**src/dtoi_pkg.sv**
```systemverilog
// dtoi_pkg: types and constants shared by the decimal text parser modules.
// No dependencies.

package dtoi_pkg;

   // Character classes produced by the front end
   typedef enum logic [2:0] {
      CLS_SPACE,
      CLS_PLUS,
      CLS_MINUS,
      CLS_DIGIT,
      CLS_OTHER,
      CLS_END
   } item_class_type;

   // Result status codes; ST_OK also means "no error" inside the back end
   typedef enum logic [1:0] {
      ST_OK      = 2'd0,
      ST_EMPTY   = 2'd1,
      ST_INVALID = 2'd2,
      ST_RANGE   = 2'd3
   } status_type;

   typedef enum logic [2:0] {
      PH_LEAD   = 3'b001,
      PH_DIGITS = 3'b010,
      PH_HALT   = 3'b100
   } phase_type;

   typedef struct packed {
      item_class_type cls;
      logic [3:0]     digit;
   } item_type;

   localparam int MagWidth = 127;
   localparam int ValWidth = 128;

   localparam logic [7:0] CHAR_SPACE = 8'h20;
   localparam logic [7:0] CHAR_PLUS  = 8'h2B;
   localparam logic [7:0] CHAR_MINUS = 8'h2D;
   localparam logic [7:0] CHAR_ZERO  = 8'h30;
   localparam logic [7:0] CHAR_NINE  = 8'h39;

   localparam logic [3:0] EDGE_POS = 4'd7;
   localparam logic [3:0] EDGE_NEG = 4'd8;

   // Largest magnitude that can still take one more digit: floor((2^127-1)/10)
   localparam logic [MagWidth-1:0] MAG_LIMIT =
      127'hCCC_CCCC_CCCC_CCCC_CCCC_CCCC_CCCC_CCCC;

endpackage

```
**src/dtoi_if.sv**
```systemverilog
// Channel interfaces for the decimal text parser: character input and result output.
// Depends on nothing.

interface dtoi_req_if;
   logic       valid;
   logic       ready;
   logic       action;
   logic [7:0] character;

   modport source (output valid, output action, output character, input ready);
   modport sink   (input valid, input action, input character, output ready);
endinterface

interface dtoi_rsp_if;
   logic               valid;
   logic               ready;
   logic signed [63:0] value_high;
   logic [63:0]        value_low;
   logic [1:0]         status;

   modport source (output valid, output value_high, output value_low, output status,
                   input ready);
   modport sink   (input valid, input value_high, input value_low, input status,
                   output ready);
endinterface

```
**src/dtoi_front.sv**
```systemverilog
// dtoi_front: accepts input transactions and classifies each character.
// Depends on dtoi_pkg and dtoi_req_if.

module dtoi_front (
   dtoi_req_if.sink          req_ch,
   output logic              push_valid,
   input  logic              push_ready,
   output dtoi_pkg::item_type push_item
);

   dtoi_pkg::item_class_type cls;

   always_comb begin
      if (req_ch.action) begin
         cls = dtoi_pkg::CLS_END;
      end else if (req_ch.character inside {[dtoi_pkg::CHAR_ZERO:dtoi_pkg::CHAR_NINE]}) begin
         cls = dtoi_pkg::CLS_DIGIT;
      end else begin
         case (req_ch.character)
            dtoi_pkg::CHAR_SPACE: cls = dtoi_pkg::CLS_SPACE;
            dtoi_pkg::CHAR_PLUS:  cls = dtoi_pkg::CLS_PLUS;
            dtoi_pkg::CHAR_MINUS: cls = dtoi_pkg::CLS_MINUS;
            default:              cls = dtoi_pkg::CLS_OTHER;
         endcase
      end
   end

   // '0'..'9' carry their value in the low nibble
   assign push_item.cls   = cls;
   assign push_item.digit = req_ch.character[3:0];
   assign push_valid      = req_ch.valid;
   assign req_ch.ready    = push_ready;

endmodule

```
**src/dtoi_queue.sv**
```systemverilog
// dtoi_queue: two-entry queue between the classifier and the parse engine.
// Depends on dtoi_pkg.

module dtoi_queue (
   input  logic               clock,
   input  logic               reset,
   input  logic               push_valid,
   output logic               push_ready,
   input  dtoi_pkg::item_type push_item,
   output logic               pop_valid,
   input  logic               pop_ready,
   output dtoi_pkg::item_type pop_item
);

   logic [1:0]         count_ff, count_in;
   dtoi_pkg::item_type slot0_ff, slot0_in;
   dtoi_pkg::item_type slot1_ff, slot1_in;
   logic               push, pop;

   assign push_ready = (count_ff != 2'd2);
   assign pop_valid  = (count_ff != 2'd0);
   assign pop_item   = slot0_ff;
   assign push       = push_valid && push_ready;
   assign pop        = pop_valid && pop_ready;

   // slot0 is always the head; entries shift down on pop
   always_comb begin
      count_in = count_ff;
      slot0_in = slot0_ff;
      slot1_in = slot1_ff;
      case ({push, pop})
         2'b10: begin
            count_in = count_ff + 2'd1;
            if (count_ff == 2'd0) begin
               slot0_in = push_item;
            end else begin
               slot1_in = push_item;
            end
         end
         2'b01: begin
            count_in = count_ff - 2'd1;
            slot0_in = slot1_ff;
         end
         2'b11: begin
            // only reachable with one entry held
            slot0_in = push_item;
         end
         default: begin
         end
      endcase
   end

   always_ff @(posedge clock) begin
      if (reset) begin
         count_ff <= 2'd0;
      end else begin
         count_ff <= count_in;
      end
      slot0_ff <= slot0_in;
      slot1_ff <= slot1_in;
   end

endmodule

```
**src/dtoi_back.sv**
```systemverilog
// dtoi_back: parse engine; applies one classified character per unstalled cycle and
// builds the signed 128-bit result on the end marker. Depends on dtoi_pkg, dtoi_rsp_if.

module dtoi_back (
   input  logic               clock,
   input  logic               reset,
   input  logic               item_valid,
   output logic               item_ready,
   input  dtoi_pkg::item_type item,
   dtoi_rsp_if.source         rsp_ch
);

   logic [dtoi_pkg::MagWidth-1:0] mag_ff, mag_in;
   logic                          neg_ff, neg_in;
   logic                          settled_ff, settled_in;
   logic                          saw_ff, saw_in;
   dtoi_pkg::status_type          error_ff, error_in;
   dtoi_pkg::phase_type           phase_ff, phase_in;

   logic                          rsp_valid_ff, rsp_valid_in;
   logic [dtoi_pkg::ValWidth-1:0] value_ff, value_in;
   dtoi_pkg::status_type          status_ff, status_in;

   logic                          out_free;
   logic                          take;
   logic                          do_digit;
   logic                          at_limit;
   logic                          over_limit;
   logic [3:0]                    edge_digit;
   logic [dtoi_pkg::MagWidth-1:0] times10;
   logic [dtoi_pkg::ValWidth-1:0] mag_wide;

   assign out_free   = !rsp_valid_ff || rsp_ch.ready;
   assign item_ready = (item.cls != dtoi_pkg::CLS_END) || out_free;
   assign take       = item_valid && item_ready;

   // compare and shift-add run side by side off the registered magnitude
   assign at_limit   = (mag_ff == dtoi_pkg::MAG_LIMIT);
   assign over_limit = (mag_ff > dtoi_pkg::MAG_LIMIT);
   assign edge_digit = neg_ff ? dtoi_pkg::EDGE_NEG : dtoi_pkg::EDGE_POS;
   assign times10    = (mag_ff << 3) + (mag_ff << 1)
                       + {{(dtoi_pkg::MagWidth-4){1'b0}}, item.digit};
   assign mag_wide   = {1'b0, mag_ff};

   always_comb begin
      mag_in       = mag_ff;
      neg_in       = neg_ff;
      settled_in   = settled_ff;
      saw_in       = saw_ff;
      error_in     = error_ff;
      phase_in     = phase_ff;
      rsp_valid_in = rsp_valid_ff && !rsp_ch.ready;
      value_in     = value_ff;
      status_in    = status_ff;
      do_digit     = 1'b0;

      if (take) begin
         if (item.cls == dtoi_pkg::CLS_END) begin
            rsp_valid_in = 1'b1;
            value_in     = '0;
            if (!saw_ff) begin
               status_in = dtoi_pkg::ST_EMPTY;
            end else if (error_ff != dtoi_pkg::ST_OK) begin
               status_in = error_ff;
            end else begin
               status_in = dtoi_pkg::ST_OK;
               if (settled_ff) begin
                  value_in = neg_ff ? {1'b1, {(dtoi_pkg::ValWidth-1){1'b0}}}
                                    : {1'b0, {(dtoi_pkg::ValWidth-1){1'b1}}};
               end else if (neg_ff) begin
                  value_in = ~mag_wide + 128'd1;
               end else begin
                  value_in = mag_wide;
               end
            end
            // back to the reset state for the next string
            mag_in     = '0;
            neg_in     = 1'b0;
            settled_in = 1'b0;
            saw_in     = 1'b0;
            error_in   = dtoi_pkg::ST_OK;
            phase_in   = dtoi_pkg::PH_LEAD;
         end else begin
            saw_in = 1'b1;
            case (phase_ff)
               dtoi_pkg::PH_LEAD: begin
                  case (item.cls)
                     dtoi_pkg::CLS_SPACE: begin
                     end
                     dtoi_pkg::CLS_PLUS: begin
                        phase_in = dtoi_pkg::PH_DIGITS;
                     end
                     dtoi_pkg::CLS_MINUS: begin
                        neg_in   = 1'b1;
                        phase_in = dtoi_pkg::PH_DIGITS;
                     end
                     dtoi_pkg::CLS_DIGIT: begin
                        phase_in = dtoi_pkg::PH_DIGITS;
                        do_digit = 1'b1;
                     end
                     default: begin
                        error_in = dtoi_pkg::ST_INVALID;
                        phase_in = dtoi_pkg::PH_HALT;
                     end
                  endcase
               end
               dtoi_pkg::PH_DIGITS: begin
                  if (item.cls == dtoi_pkg::CLS_DIGIT) begin
                     do_digit = 1'b1;
                  end else begin
                     error_in = dtoi_pkg::ST_INVALID;
                     phase_in = dtoi_pkg::PH_HALT;
                  end
               end
               default: begin
                  // halted: characters are ignored
               end
            endcase

            if (do_digit) begin
               if (over_limit || (at_limit && (item.digit > edge_digit))) begin
                  error_in = dtoi_pkg::ST_RANGE;
                  phase_in = dtoi_pkg::PH_HALT;
               end else if (at_limit && (item.digit == edge_digit)) begin
                  settled_in = 1'b1;
                  phase_in   = dtoi_pkg::PH_HALT;
               end else begin
                  mag_in = times10;
               end
            end
         end
      end
   end

   always_ff @(posedge clock) begin
      if (reset) begin
         mag_ff       <= '0;
         neg_ff       <= 1'b0;
         settled_ff   <= 1'b0;
         saw_ff       <= 1'b0;
         error_ff     <= dtoi_pkg::ST_OK;
         phase_ff     <= dtoi_pkg::PH_LEAD;
         rsp_valid_ff <= 1'b0;
      end else begin
         mag_ff       <= mag_in;
         neg_ff       <= neg_in;
         settled_ff   <= settled_in;
         saw_ff       <= saw_in;
         error_ff     <= error_in;
         phase_ff     <= phase_in;
         rsp_valid_ff <= rsp_valid_in;
      end
      value_ff  <= value_in;
      status_ff <= status_in;
   end

   assign rsp_ch.valid      = rsp_valid_ff;
   assign rsp_ch.value_high = $signed(value_ff[dtoi_pkg::ValWidth-1:64]);
   assign rsp_ch.value_low  = value_ff[63:0];
   assign rsp_ch.status     = status_ff;

endmodule

```
**src/decimal_text_to_int128_parser.sv**
```systemverilog
// Channel  Dir  Payload                                  Handshake
// req_ch   in   action (1), character (8)                valid/ready
// rsp_ch   out  value_high (s64), value_low (64), status  valid/ready
//
// Sustained rate is one character or end marker per unstalled cycle; the parse engine
// updates the 127-bit magnitude (x10 + digit) once per accepted digit.
// An end marker passes through the queue, and its result is registered at the output.
// Synchronous reset empties the queue, clears parse state and the output valid flag.
// A stalled result holds; characters of the next string keep flowing until its
// end marker, and the two-entry queue absorbs back-end stalls.
// Top level of the decimal text parser. Depends on dtoi_pkg, dtoi_if, dtoi_front,
// dtoi_queue and dtoi_back.

module decimal_text_to_int128_parser (
   input  logic       clock,
   input  logic       reset,
   dtoi_req_if.sink   req_ch,
   dtoi_rsp_if.source rsp_ch
);

   logic               push_valid, push_ready;
   dtoi_pkg::item_type push_item;
   logic               pop_valid, pop_ready;
   dtoi_pkg::item_type pop_item;

   dtoi_front u_front (
      .req_ch     (req_ch),
      .push_valid (push_valid),
      .push_ready (push_ready),
      .push_item  (push_item)
   );

   dtoi_queue u_queue (
      .clock      (clock),
      .reset      (reset),
      .push_valid (push_valid),
      .push_ready (push_ready),
      .push_item  (push_item),
      .pop_valid  (pop_valid),
      .pop_ready  (pop_ready),
      .pop_item   (pop_item)
   );

   dtoi_back u_back (
      .clock      (clock),
      .reset      (reset),
      .item_valid (pop_valid),
      .item_ready (pop_ready),
      .item       (pop_item),
      .rsp_ch     (rsp_ch)
   );

endmodule

```
**src/flat_wrapper.sv**
```systemverilog
// flat-port wrapper written by rule: the top's interface ports become plain ports
module decimal_text_to_int128_parser_flat 
  (clock, reset, req_ch_valid, req_ch_action, req_ch_character, req_ch_ready, rsp_ch_valid, rsp_ch_value_high, rsp_ch_value_low, rsp_ch_status, rsp_ch_ready);
  dtoi_req_if req_ch_i ();
  dtoi_rsp_if rsp_ch_i ();
  input  logic clock;
  input  logic reset;
  input wire logic [$bits(req_ch_i.valid)-1:0] req_ch_valid;
  input wire logic [$bits(req_ch_i.action)-1:0] req_ch_action;
  input wire logic [$bits(req_ch_i.character)-1:0] req_ch_character;
  output wire logic [$bits(req_ch_i.ready)-1:0] req_ch_ready;
  output wire logic [$bits(rsp_ch_i.valid)-1:0] rsp_ch_valid;
  output wire logic [$bits(rsp_ch_i.value_high)-1:0] rsp_ch_value_high;
  output wire logic [$bits(rsp_ch_i.value_low)-1:0] rsp_ch_value_low;
  output wire logic [$bits(rsp_ch_i.status)-1:0] rsp_ch_status;
  input wire logic [$bits(rsp_ch_i.ready)-1:0] rsp_ch_ready;
  assign req_ch_i.valid = req_ch_valid;
  assign req_ch_i.action = req_ch_action;
  assign req_ch_i.character = req_ch_character;
  assign req_ch_ready = req_ch_i.ready;
  assign rsp_ch_valid = rsp_ch_i.valid;
  assign rsp_ch_value_high = rsp_ch_i.value_high;
  assign rsp_ch_value_low = rsp_ch_i.value_low;
  assign rsp_ch_status = rsp_ch_i.status;
  assign rsp_ch_i.ready = rsp_ch_ready;
  decimal_text_to_int128_parser u_core (.clock(clock), .reset(reset), .req_ch(req_ch_i), .rsp_ch(rsp_ch_i));
endmodule
```
**config.mk**
```make
export PLATFORM = sky130hd
export DESIGN_NAME = decimal_text_to_int128_parser_flat
export DESIGN_NICKNAME = d
export VERILOG_FILES = /design/src/dtoi_pkg.sv /design/src/dtoi_if.sv /design/src/dtoi_front.sv /design/src/dtoi_queue.sv /design/src/dtoi_back.sv /design/src/decimal_text_to_int128_parser.sv /design/src/flat_wrapper.sv
export SDC_FILE = /design/constraint.sdc
export NUM_CORES = 1
export LEC_CHECK = 0
export BUFFER_PORTS_ARGS = -buffer_cell sky130_fd_sc_hd__buf_2
export CORE_MARGIN = 2
export CORE_UTILIZATION = 60
export CTS_CLUSTER_SIZE = 14
export DETAILED_ROUTE_END_ITERATION = 12
export PLACE_DENSITY = 0.87
export REMOVE_ABC_BUFFERS = 1
export SLEW_MARGIN = 0
export SYNTH_ARGS = -nofsm -noshare
export SYNTH_HDL_FRONTEND = slang
export SYNTH_SLANG_ARGS = --single-unit
```
**constraint.sdc**
```tcl
create_clock -name clock -period 6.4 [get_ports clock]
set_input_delay 1.28 -clock clock [delete_from_list [all_inputs] [get_ports clock]]
set_output_delay 1.28 -clock clock [all_outputs]
set_load 0.02 [all_outputs]
```
Yosys cells after proc, flatten, opt, wreduce, memory -nomap -nowiden. Index checks and enable logic that the tools add are counted.

Register bits: 282. Bits of input ports: 13. Word-level logic and storage cells: 120.

$add $sub $neg: 5. $lt $le $gt $ge: 4. Equality and inequality tests: 19. Mux-type cells: 42. Bitwise gates (word level): 3. Reductions and logical operators: 32.

Operators by type and width (count): two-way mux 127 bit (4); two-way mux 128 bit (3); adder 128 x 1 -> 128 bit (second input constant) (1); inverter 127 -> 128 bit (1); adder 127 bit (1); adder 127 x 4 -> 127 bit (1); equality test 127 x 124 -> 1 bit (second input constant) (1); > comparator 127 x 124 -> 1 bit (second input constant) (1); equality test 8 x 6 -> 1 bit (second input constant) (3); two-way mux 3 bit (7); case mux 7 bit (3 select lines) (1); two-way mux 1 bit (15); nonzero test 2 bit (7); case mux 3 bit (2 select lines) (2); two-way mux 2 bit (5); equality test 3 x 2 -> 1 bit (second input constant) (3); case mux 3 bit (3 select lines) (1); >= comparator 8 x 6 -> 1 bit (second input constant) (1); <= comparator 8 x 6 -> 1 bit (second input constant) (1); inequality test 2 bit (second input constant) (4); case mux 2 bit (2 select lines) (2); AND reduction 2 bit (4); AND reduction 4 bit (2); two-way mux 7 bit (1); 21 further kinds (33).

Logic depth before layout (Yosys ltp).
Word-level depth: 8. Gate-level depth with buffers: 16. Gate-level depth less buffers: 16.

Hierarchy. Synthesis repeated with hierarchy kept, for this count alone.

Cell total of the unflattened synthesis: 3142. Area total of the unflattened synthesis: 24503.5 um^2.

Modules (own cells, without submodules): dtoi_back (times used 1, cells an instance 3078, area each 23701.5 um^2, seq. area each 6626.4 um^2); dtoi_queue (times used 1, cells an instance 42, area each 653.1 um^2, seq. area each 460.4 um^2); dtoi_front (times used 1, cells an instance 22, area each 148.9 um^2, seq. area each 0.0 um^2).

Worst setup path before layout. No wires, ideal clock.

Path type: input -> register. Start point: input port rsp_ch_ready. End point: register u_core.u_back.status_ff[0], in the netlist u_core.u_back.rsp_ch.status[0], enable pin. Library setup time: 0.484 ns. Data arrival time: 4.144 ns. Data required time: 5.916 ns. Path slack: 1.773 ns. Cell stages on the path: 3. Buffers on the path: 0. Path through: nand2b_1 -> nand3_1 -> inv_1.

Word-level cells in the longest chain between the ends: 4.

RTL lines: from (decl) (line flat_wrapper.sv:16) `input wire logic [$bits(rsp_ch_i.ready)-1:0] rsp_ch_ready;`; logical OR 1 bit (line dtoi_back.sv:33) `assign out_free = !rsp_valid_ff || rsp_ch.ready;`; logical OR 1 bit (line dtoi_back.sv:34) `assign item_ready = (item.cls != dtoi_pkg::CLS_END) || out_free;`; logical AND 1 bit (line dtoi_back.sv:35) `assign take = item_valid && item_ready;`; AND reduction 2 bit (no line); to (signal assigned) (line dtoi_back.sv:154) `status_ff <= status_in;`; to (decl) (line dtoi_back.sv:22) `dtoi_pkg::status_type status_ff, status_in;`.

Every way passes these cells. A chain may end at the register's enable or synchronous reset.

Final worst setup path.
Start point: register u_core.u_back.mag_ff[2] (netlist name). End point: register u_core.u_back.mag_ff[79] (netlist name).

Word-level cells in the longest chain between the ends: 6. Elaborated cells on any way between the ends: 14. Classes of those cells: add/sub (2); order compare (1); eq/ne (3); mux (4); reduce/logical (4).

RTL lines: from (decl) (line dtoi_back.sv:13) `logic [dtoi_pkg::MagWidth-1:0] mag_ff, mag_in;`; from (signal assigned) (line dtoi_back.sv:145) `mag_ff <= mag_in;`; adder 127 bit (line dtoi_back.sv:41) `assign times10 = (mag_ff << 3) + (mag_ff << 1)`; adder 127 x 4 -> 127 bit (line dtoi_back.sv:42) `+ {{(dtoi_pkg::MagWidth-4){1'b0}}, item.digit};`; two-way mux 127 bit (line dtoi_back.sv:124) `end else if (at_limit && (item.digit == edge_digit)) begin`; two-way mux 127 bit (line dtoi_back.sv:121) `if (over_limit || (at_limit && (item.digit > edge_digit))) begin`; two-way mux 127 bit (line dtoi_back.sv:120) `if (do_digit) begin`; two-way mux 127 bit (line dtoi_back.sv:58) `if (item.cls == dtoi_pkg::CLS_END) begin`.

Parallel ways exist; a longest one is shown, timed or not. The select of a mux whose other input is x is not followed.

==> results.md <==
- Global routing consumed, over all layers together, between 30% and 40% of the routing resources.
- The maximum clock skew at final layout is around 20 ps.
- The number of slew-limit violations in the final report is 0.
- The critical path is of the reg -> reg type.
- Setup repair after global routing left no endpoint under its margin.
- Counting instances, the worst hold path has a depth of 2.
- The maximum number of pins on one net before global-route repair is between 80 and 90.
- STA classifies the critical path startpoint as a flip-flop.
- The via count of the first global-routing pass is around 23000.
- The critical path arrival is a little under 6000 ps.
- The full die area is ~42000 um2.
- The cell that appears most often on the critical path is o21ai_0.
- The clock root buffer is clkbuf_16.
- The power per cell area is 250.1 nW/um2.
- Of the cells placed in the final design, the portion with a size suffix greater than 1 is 8.976%.
- The signal on the critical path passes through inv_1 > fa_1 > inv_1 > ha_1 > a211oi_1 > nor4_1 > o21ai_0 > nand2_1 > o2111a_1 > nor4_1 > o21ai_0 > a311o_1 > a221oi_1 > xor2_1 > o21ai_0.
- The via count of the routed design is 24920.
- The worst-path cell with the longest stage delay is nor4_1.
- The total area inside the core boundary comes to ~40000 um2.
- The congestion estimate from routability-driven global placement came to about 1.
- The leakage power of the design is between 0.01 and 0.015 uW.
- Measured against its own limit, the worst slew margin works out to approximately 29%.
- The area of the mapped netlist is roughly 24000 um2.
- The latest clock arrival within the worst-skew pair is around 580 ps.
- The count of cells along the worst register-to-register path is 15.
- The design draws between 6000 and 7000 uW.
- The number of antenna violations at the first check in global routing is 0.
- The critical path crosses 15 cells after its start point.
- The measured slew at the worst slew-check pin is 1061 ps.
- The total buffers and inverters traversed by the critical path is 2.
- The final number of hold-violating endpoints is 0.
- The instance area after placement is roughly 25000 um2.
- A synthesized cell averages a little under 8 um2.
- The number of violations of the max-capacitance limit is 0.
- The count of routing violations after the opening detailed-route iteration is around 3100.
- The starting utilization of the core area is 60.83%.
- The pre-antenna-repair detailed-routing pass consisted of 8 iterations.
- The global-route wire length before repair is 129000 um.
- The minimum setup slack in the final design is between 1000 and 1500 ps.
- The post-route DRC violation count is 0.
- The area growth from synthesis to layout is 9.060%.
- The post-detailed-route via-to-cell ratio is 6.776.
- Clock-pin slew was measured on the worst setup and hold paths at 60 ps.
- The worst-case setup slack after placement is ~1200 ps.
- After global routing the overflow that remains totals 0.
- The number of setup buffers added after CTS is 0.
- The width of the chip is a little over 200 um.
- Pin placement for this block handled 145 I/O pins.
- The aggregate routed wire length is approximately 84000 um.
- The count of input and output buffers is about 140.
- The final design instance area without fill is roughly 26000 um2.
- The H-tree depth is 2.
- The repair_antennas step left the layout with diodes totalling 0.
- The share of flip-flops with an asynchronous set or reset is 0%.
- Broken down by cell family, the worst path's largest delay share belongs to compound AO/OA/AOI/OAI gates.
- During synthesis, Yosys emitted a total of 0 warnings.
- Setup violations remaining at the end of the flow were counted as 0.
- The number of buffers added by the clock tree synthesis step is 36.
- The die height is 204.9 um.
- The top cell types in the final layout, fill and taps aside, are nor2_1, nand2_1, a21oi_1, ha_1, o21ai_0.
- The sequential-to-total area share from yosys stat is around 29%.
- The minimum clock period is around 5300 ps.
- Counting flops with a built-in enable in the synthesized netlist gives 144.
- The post-detailed-route count of antenna-violating nets is 0.
- No sink is reached through more buffers than the 3 on the longest clock path.
- The count of different cell masters after synthesis is 82.
- The required time reported for the critical path endpoint is 6840 ps.
- The routed length per instance is around 23 um.
- The worst setup path is captured at a flip-flop.
- Summed over all nets, the half-perimeter wirelength after detailed placement is just over 60000 um.
- The most used flip-flop cell after synthesis is edfxtp_1.
- The number of buffers inserted by hold repair at cts is 0.
- The final hold slack is 489.7 ps.
- TritonCTS built the clock tree.
- Once the clock tree was built, the resizer swapped 0 gates to a different size.
- In this run, synthesis produced a sequential element count of between 200 and 300.
- The maximum vdd ir drop is between 0.0006 and 0.0007 V.
- The library cell used most frequently in the layout, excluding fill and tap cells, is nor2_1.
- The utilization after layout is between 60% and 70%.
- In this design, the stage delay of the slowest critical-path cell is approximately 800 ps.
- The path category of the worst min-delay check is reg -> reg.
- The largest fanout on the critical path is 8.
- CTS saw between 200 and 300 sinks.
- The number of nets in the finished design is roughly 3400.
- The standard-cell row count is 73.
- Derived from the worst setup path, the maximum achievable clock frequency is about 190 MHz.
- In the finished design, the share of the clock period the worst path needs comes to approximately 83%.
- The run finished with clean final reports.
- The synthesized instance count is between 3000 and 4000.
## cell families after synthesis
| kind of cell | after synthesis | synth area share (%) |
|---|---|---|
| simple gates | 1245 | 23.88 |
| compound gates | 861 | 21.96 |
| flops | 282 | 29.26 |
| fa+ha+maj | 257 | 13.34 |
| buf+inv | 254 | 3.962 |
| xor+xnor | 181 | 6.544 |
| mux | 25 | 1.059 |
## state kept, by name, indices dropped and copies added (netlist names)
| register | cells |
|---|---|
| u_core.u_back.rsp_ch.status | 2 |
| u_core.u_back.phase_ff | 3 |
| u_core.u_back.mag_ff | 127 |
| u_core.u_back.saw_ff | 1 |
| u_core.u_queue.slot1_ff | 7 |
| u_core.u_back.rsp_ch.valid | 1 |
| u_core.u_queue.count_ff | 2 |
| u_core.u_back.neg_ff | 1 |
| u_core.u_back.error_ff | 2 |
| u_core.u_back.value_ff | 128 |
| u_core.u_back.settled_ff | 1 |
| u_core.u_queue.pop_item | 7 |
## report_power, final
| group | switching, uW | total, uW | internal (uW) |
|---|---|---|---|
| Clock | 897 | 2210 | 1310 |
| Sequential | 104 | 2300 | 2190 |
| Combinational | 1560 | 2100 | 535 |
| Total | 2570 | 6610 | 4040 |
## synth_stat cells, drive strengths merged, types with 30 or more instances
| master | number | area share, % |
|---|---|---|
| o21ai | 220 | 4.6 |
| nor2 | 412 | 6.4 |
| dfxtp | 138 | 11 |
| nor4 | 39 | 1.1 |
| or3 | 42 | 1.1 |
| clkbuf | 173 | 2.7 |
| edfxtp | 144 | 18 |
| xnor2 | 120 | 4.3 |
| a21o | 41 | 1.3 |
| nand4 | 86 | 2.2 |
| ha | 255 | 13 |
| a31oi | 30 | 0.77 |
| nand2 | 342 | 5.3 |
| inv | 62 | 0.96 |
| xor2 | 61 | 2.2 |
| o21bai | 32 | 0.99 |
| a21oi | 306 | 6.3 |
| nor3 | 93 | 2.0 |
| nand3 | 109 | 2.3 |
## through the flow
stage,instances,TNS (ps)
4_1_cts,3678,0
3_5_place_dp,3612,0
3_3_place_gp,3612,0
5_1_grt,3678,0
2_1_floorplan,2913,-211830
6_report,3678,0
## tightest hold or removal path, delay by kind of cell, from the launching register on
kind / cells / cell delay, ps
DFF: 1 / 320
AOI/OAI and AO/OA: 1 / 60
and+or+nand+nor: 1 / 50
## final timing paths
| check | start | to | slack (ps) |
|---|---|---|---|
| worst max register to register | u_core.u_back.mag_ff[2] | u_core.u_back.mag_ff[79] | 1070 |
| worst max-delay path | u_core.u_back.mag_ff[2] | u_core.u_back.mag_ff[79] | 1070 |
| worst min register to register | u_core.u_back.mag_ff[126] | u_core.u_back.mag_ff[126] | 490 |
| worst min-delay path | u_core.u_back.mag_ff[126] | u_core.u_back.mag_ff[126] | 490 |
## area by class of cell
type	count	area, um2
Fill cell	3405	13410
Clock buffer	41	970.9
Timing Repair Buffer	174	958.4
Tap cell	525	656.9
Sequential cell	282	7094
Multi-Input combinational cell	2569	16210
Inverter	62	237.7
Clock inverter	25	292.8
## layer usage
metal / up-vias / wire [um] / track usage, %
met5: - / 0 / 0
met4: 0 / 3454 / 16.14
met3: 228 / 9342 / 8.034
met2: 1527 / 36180 / 59.70
met1: 11710 / 34750 / 53.76
li1: 11460 / - / -
No activity file was read; power rests on OpenSTA's default activity.
